## src/rtl/core/assert_macros.svh

```systemverilog
// assertion macros shared by the hash insert rtl
`ifndef ASSERT_MACROS_SVH
`define ASSERT_MACROS_SVH

// property checked on every rising clock edge outside reset
`define HILP_ASSERT(name, prop, msg) \
  name: assert property (@(posedge clk_i) disable iff (!rst_ni) (prop)) else $error(msg);

// consequence checked in the cycle after the antecedent
`define HILP_ASSERT_NEXT(name, ante, cons, msg) \
  name: assert property (@(posedge clk_i) disable iff (!rst_ni) (ante) |=> (cons)) \
    else $error(msg);

`endif

```

## src/rtl/core/hilp_pkg.sv

```systemverilog
// types and constants of the linear probing hash insert block
package hilp_pkg;

  localparam int unsigned KEY_W          = 31;
  localparam int unsigned VALUE_W        = 32;
  localparam int unsigned STATUS_W       = 2;
  localparam int unsigned SLOT_W         = 10;
  localparam int unsigned COUNT_W        = 11;
  localparam int unsigned SIZE_W         = 11;
  localparam int unsigned DEFAULT_SLOTS  = 1024;
  localparam logic [SIZE_W-1:0] TABLE_SIZE_RESET = SIZE_W'(1021);

  // remainder unit retires this many dividend bits per cycle
  localparam int unsigned DIV_RADIX_BITS = 4;
  localparam int unsigned DIV_STEPS      = (KEY_W + DIV_RADIX_BITS - 1) / DIV_RADIX_BITS;
  localparam int unsigned DIV_W          = DIV_STEPS * DIV_RADIX_BITS;
  localparam int unsigned DIV_CNT_W      = $clog2(DIV_STEPS);

  typedef enum logic [STATUS_W-1:0] {
    ST_NEW    = 2'd0,
    ST_UPDATE = 2'd1,
    ST_FULL   = 2'd2
  } status_e;

  typedef struct packed {
    logic clear_wr;
    logic load_item;
    logic load_home;
    logic advance;
    logic commit_new;
    logic commit_upd;
    logic set_full;
    logic load_out;
  } cmd_t;

  typedef struct packed {
    logic occ;
    logic match;
    logic wrap;
    logic clr_last;
    logic mod_done;
  } st_t;

endpackage

```

## src/rtl/core/hilp_ctrl.sv

```systemverilog
// controller: sequences clear pass, modulo, probe walk and result transfer
`include "assert_macros.svh"

module hilp_ctrl (
  input  logic            clk_i,
  input  logic            rst_ni,
  input  logic            in_valid_i,
  output logic            in_stall_o,
  output logic            out_valid_o,
  input  logic            out_stall_i,
  input  hilp_pkg::st_t   st_i,
  output hilp_pkg::cmd_t  cmd_o
);
  import hilp_pkg::*;

  typedef enum logic [5:0] {
    S_CLEAR  = 6'b000001,
    S_IDLE   = 6'b000010,
    S_DIVIDE = 6'b000100,
    S_READ   = 6'b001000,
    S_PROBE  = 6'b010000,
    S_FINISH = 6'b100000
  } state_e;

  state_e state_q, state_d;
  logic   out_valid_q, out_valid_d;
  cmd_t   cmd;

  always_comb begin
    cmd     = '0;
    state_d = state_q;
    case (state_q)
      S_CLEAR: begin
        cmd.clear_wr = 1'b1;
        if (st_i.clr_last) begin
          state_d = S_IDLE;
        end
      end
      S_IDLE: begin
        if (in_valid_i) begin
          cmd.load_item = 1'b1;
          state_d       = S_DIVIDE;
        end
      end
      S_DIVIDE: begin
        if (st_i.mod_done) begin
          state_d = S_READ;
        end
      end
      S_READ: begin
        cmd.load_home = 1'b1;
        state_d       = S_PROBE;
      end
      S_PROBE: begin
        if (!st_i.occ) begin
          cmd.commit_new = 1'b1;
          state_d        = S_FINISH;
        end else if (st_i.match) begin
          cmd.commit_upd = 1'b1;
          state_d        = S_FINISH;
        end else if (st_i.wrap) begin
          // next slot would be the home slot
          cmd.set_full = 1'b1;
          state_d      = S_FINISH;
        end else begin
          cmd.advance = 1'b1;
        end
      end
      S_FINISH: begin
        if (!out_valid_q || !out_stall_i) begin
          cmd.load_out = 1'b1;
          state_d      = S_IDLE;
        end
      end
      default: begin
        state_d = S_IDLE;
      end
    endcase
  end

  always_comb begin
    out_valid_d = out_valid_q;
    if (cmd.load_out) begin
      out_valid_d = 1'b1;
    end else if (!out_stall_i) begin
      out_valid_d = 1'b0;
    end
  end

  always_ff @(posedge clk_i or negedge rst_ni) begin
    if (!rst_ni) begin
      state_q     <= S_CLEAR;
      out_valid_q <= 1'b0;
    end else begin
      state_q     <= state_d;
      out_valid_q <= out_valid_d;
    end
  end

  assign cmd_o       = cmd;
  assign in_stall_o  = state_q != S_IDLE;
  assign out_valid_o = out_valid_q;

  `HILP_ASSERT(a_out_after_finish, $rose(out_valid_q) |-> $past(state_q == S_FINISH), "result without finish")

endmodule

```

## config.mk

```make
export PLATFORM = sky130hd
export DESIGN_NAME = hilp_ctrl
export DESIGN_NICKNAME = d
export VERILOG_FILES = /design/src/rtl/core/hilp_pkg.sv /design/src/rtl/core/hilp_ctrl.sv
export VERILOG_INCLUDE_DIRS = /design/src /design/src/rtl/core
export SDC_FILE = /design/constraint.sdc
export NUM_CORES = 1
export LEC_CHECK = 0
export BUFFER_PORTS_ARGS = -buffer_cell sky130_fd_sc_hd__buf_4
export CAP_MARGIN = 20
export CORE_AREA = 2 2 39 41
export CTS_CLUSTER_DIAMETER = 80
export CTS_CLUSTER_SIZE = 12
export DETAILED_ROUTE_END_ITERATION = 6
export DIE_AREA = 0 0 41 43
export RECOVER_POWER = 25
export SYNTH_ARGS = -nofsm -noshare
export SYNTH_HDL_FRONTEND = slang
export SYNTH_SLANG_ARGS = --single-unit
```

## constraint.sdc

```tcl
create_clock -name clk_i -period 1.7 [get_ports clk_i]
set_input_delay 0.17 -clock clk_i [delete_from_list [all_inputs] [get_ports clk_i]]
set_output_delay 0.17 -clock clk_i [all_outputs]
set_load 0.01 [all_outputs]
```

==> metrics.md <==
| Metric | Value |
|---|---|
| P_sw | `0.000314 W` |
| Critical Path RT | `1530 ps` |
| Fin Hold WS | `110 ps` |
| Delay-heaviest family, CP | `simple AND/OR/NAND/NOR gates` |
| Setup Total Neg Slack | `0 ps` |
| Global Route Usage Sum | `14.1%` |
| Final clock skew | `0.704 ps` |
| Final layout net count | `85` |
| Pin count of the biggest net entering global routing | `9` |
| Finish-stage setup viols | `0` |
| Type of origin of the critical path | `flip-flop` |
| Unrepaired setup endpoints after global routing | `yes` |
| Chip height | `43 um` |
| Fmax | `0.603 GHz` |
| R2r endpoint | `state_q[1]` |
| Full die area | `0.00176 sq mm` |
| HP Class | `in -> reg` |
| Clk Latency, worst-skew pair | `240 ps` |
| Detailed Route WL | `1020 um` |
| Max-cap violations | `0` |
| Minimum clock period | `1660 ps` |
| Pint | `0.000544 W` |
| Reg2Reg Depth | `6` |
| Crit Path Max Fanout | `4` |
| CTS tree | `yes` |
| Dpl hpwl | `763 um` |
| R2r setup slk | `170 ps` |
| Register area share after synthesis | `38.6%` |
| Maximum vdd ir drop | `0.000798 V` |
| WP depth | `4` |
| Global-route wire length before repair | `1610 um` |
| Kind of critical path | `reg -> out` |
| Ratio of cells with drive above 1 in the final layout | `48.0%` |
| Detailed router's first-iteration violation count | `6` |
| Rows | `14` |
| DR vias/cell | `4.86` |
| Final ANT Viol Nets | `0` |
| Worst setup path end | `cmd_o[1]` |
| FF-to-FF Start | `state_q[1]` |
| CP Buf/Inv Count | `1` |
| Drt first pass iters | `2` |
| DRC Markers | `0` |
| Pwr Total | `0.000858 W` |
| Mapped Cells | `49` |
| Power Density | `1220 mW/mm^2` |
| Status | `completed` |
| Actual slew at the worst max-slew pin | `367 ps` |
| Syn_nets | `58` |
| Initial core utilization | `33.0%` |
| TritonCTS buffer count | `3` |
| Vias in the first global route | `386` |
| Library cells used by synthesis | `25` |
| CTS Sinks | `7` |
| DR vias | `442` |
| CP startpoint | `state_q[1]` |
| Mapped cell area | `457 sq um` |
| H-Tree Depth | `1` |
| IO Count | `19` |
| Max Root-Sink Buffers | `2` |
| Sw Ratio | `36.6%` |
| Slowest CP cell | `dfrtp_2` |
| Ys Warns | `0` |
| Initial antenna violation count | `0` |
| Worst EP arrival | `1490 ps` |
| Core area | `0.00138 sq mm` |
| Syn Area/Cell | `9.32 sq um` |
| Worst slew margin relative to its limit | `75.6%` |
| Clk slew on worst S/H paths | `50 ps` |
| Max incr delay on CP | `430 ps` |
| ANT cells | `0` |
| Area Overhead vs Synth | `53.7%` |
| Die Wd | `41 um` |
| CTS root buf | `clkbuf_4` |
| Leak | `0.338 nW` |
| Logic pwr share | `51.0%` |
| Fin crit share | `97.6%` |
| Avg WL per Cell | `11.2 um` |
| CP Cell Sequence | `nor4_4 > nand3_2 > nor3b_2 > buf_4` |
| Gpl congestion | `0.698` |
| IO buf count | `18` |
| Hold path cells | `2` |
| Post-synthesis sequential element count | `7` |
| CP Capture Type | `output port` |
| Hold Vio Cnt, Final | `0` |
| Clock share of power | `16.9%` |
| Reg power frac | `32.1%` |
| Final Max Tran Viols | `0` |
| GRT overflow | `0` |
routing by layer:
| layer | vias up | share of wire, % | global-route usage [%] |
|---|---|---|---|
| met5 | - | 0 | 0 |
| met4 | 0 | 2.0 | 12.0 |
| met3 | 2 | 3.5 | 3.14 |
| met2 | 9 | 54 | 18.8 |
| met1 | 204 | 40 | 18.3 |
| li1 | 227 | - | - |
cells by family (layout without fill, tap and decap cells):
kind of cell	count (synthesis)	in the layout	synth area share (%)
AOI/OAI and AO/OA	8	8	12.3
xor gates and xnor gates	1	1	1.92
buffers and inverters	5	31	6.58
DFF	7	7	38.6
and+or+nand+nor	28	28	40.5
metrics by stage:
step,area (sq um),instances,utilization (%),worst slack (ps)
floorplan,457,49,-,259
detailed placement,597,81,43.1,196
finish,702,91,50.7,40.8
CTS,651,87,47.0,5.85
global route,702,91,50.7,-46.6
global placement,597,81,43.1,210
state kept, by name, indices dropped and copies added (netlist names):
signal,flops
out_valid_o,1
state_q,6
area by class of cell:
cell class,instances,area [sq um]
Clock buffer,4,26.3
Inverter,2,7.51
Tap cell,16,20.0
Timing Repair Buffer,25,190
Sequential cell,7,179
Fill cell,130,682
Multi-Input combinational cell,37,279
how the worst min path moves through the flow:
stage / start / to / slack (ps)
2_1_floorplan: rst_ni / out_valid_o / -130
3_3_place_gp: rst_ni / state_q[1] / -10
3_5_place_dp: rst_ni / state_q[4] / -10
4_1_cts: st_i[0] / state_q[2] / 100
5_1_grt: st_i[0] / state_q[2] / 90
6_report: st_i[0] / state_q[2] / 110
cell usage in the layout, fill, tap and decap left out:
cell / n
and2_1: 1
nand3b_1: 2
inv_1: 2
buf_4: 22
nand2_1: 5
nor2b_1: 2
nor4_1: 1
a211oi_2: 1
nor4_4: 2
dfrtp_2: 2
and3b_1: 1
buf_6: 1
nand3_2: 1
nor3b_2: 1
nor2_1: 5
nor3_4: 1
dfstp_2: 1
or3_1: 1
xnor2_1: 1
o21ai_0: 2
clkbuf_1: 2
a21oi_2: 1
clkbuf_4: 3
o221ai_1: 1
and2b_1: 2
nor3b_1: 2
o22ai_1: 2
o31ai_1: 1
or2_1: 1
dfrtp_1: 4
dlygate4sd3_1: 1
synthesized netlist by cell type:
master	instances	area [sq um]
nand3b_1	2	15.0
o21ai_0	2	10.0
dfstp_2	1	26.3
nor3_4	1	16.3
or2_1	1	6.26
inv_1	2	7.51
and3b_1	1	8.76
or3_1	1	6.26
buf_4	3	22.5
nor4_4	1	21.3
nand2_1	5	18.8
nand3_1	1	5.00
nor4_1	2	12.5
and2b_1	2	15.0
a21oi_1	1	5.00
o221ai_1	1	8.76
nor2b_1	2	12.5
o31ai_1	1	7.51
and2_1	1	6.26
nor2_1	5	18.8
nor3b_1	3	22.5
o22ai_1	2	12.5
dfrtp_1	6	150
a211oi_2	1	12.5
xnor2_1	1	8.76
power groups by stage:
| stage | clock network [W] | registers (W) | logic (W) |
|---|---|---|---|
| finish | 0.000145 | 0.000275 | 0.000437 |
| global route | 0.000160 | 0.000283 | 0.000478 |
| CTS | 0.000152 | 0.000272 | 0.000386 |
| detailed placement | 0 | 0.000274 | 0.000380 |
| global placement | 0 | 0.000275 | 0.000382 |
| floorplan | 0 | 0.000239 | 0.000294 |
what timing repair did:
action                     CTS  global route
gates resized for setup      2             6
hold endpoints to repair     7             0
pin swaps                    4             6
buffers inserted             1             4
setup endpoints to repair    2             6
hold buffers                 1             0
Power figures use the tool's default switching activity.
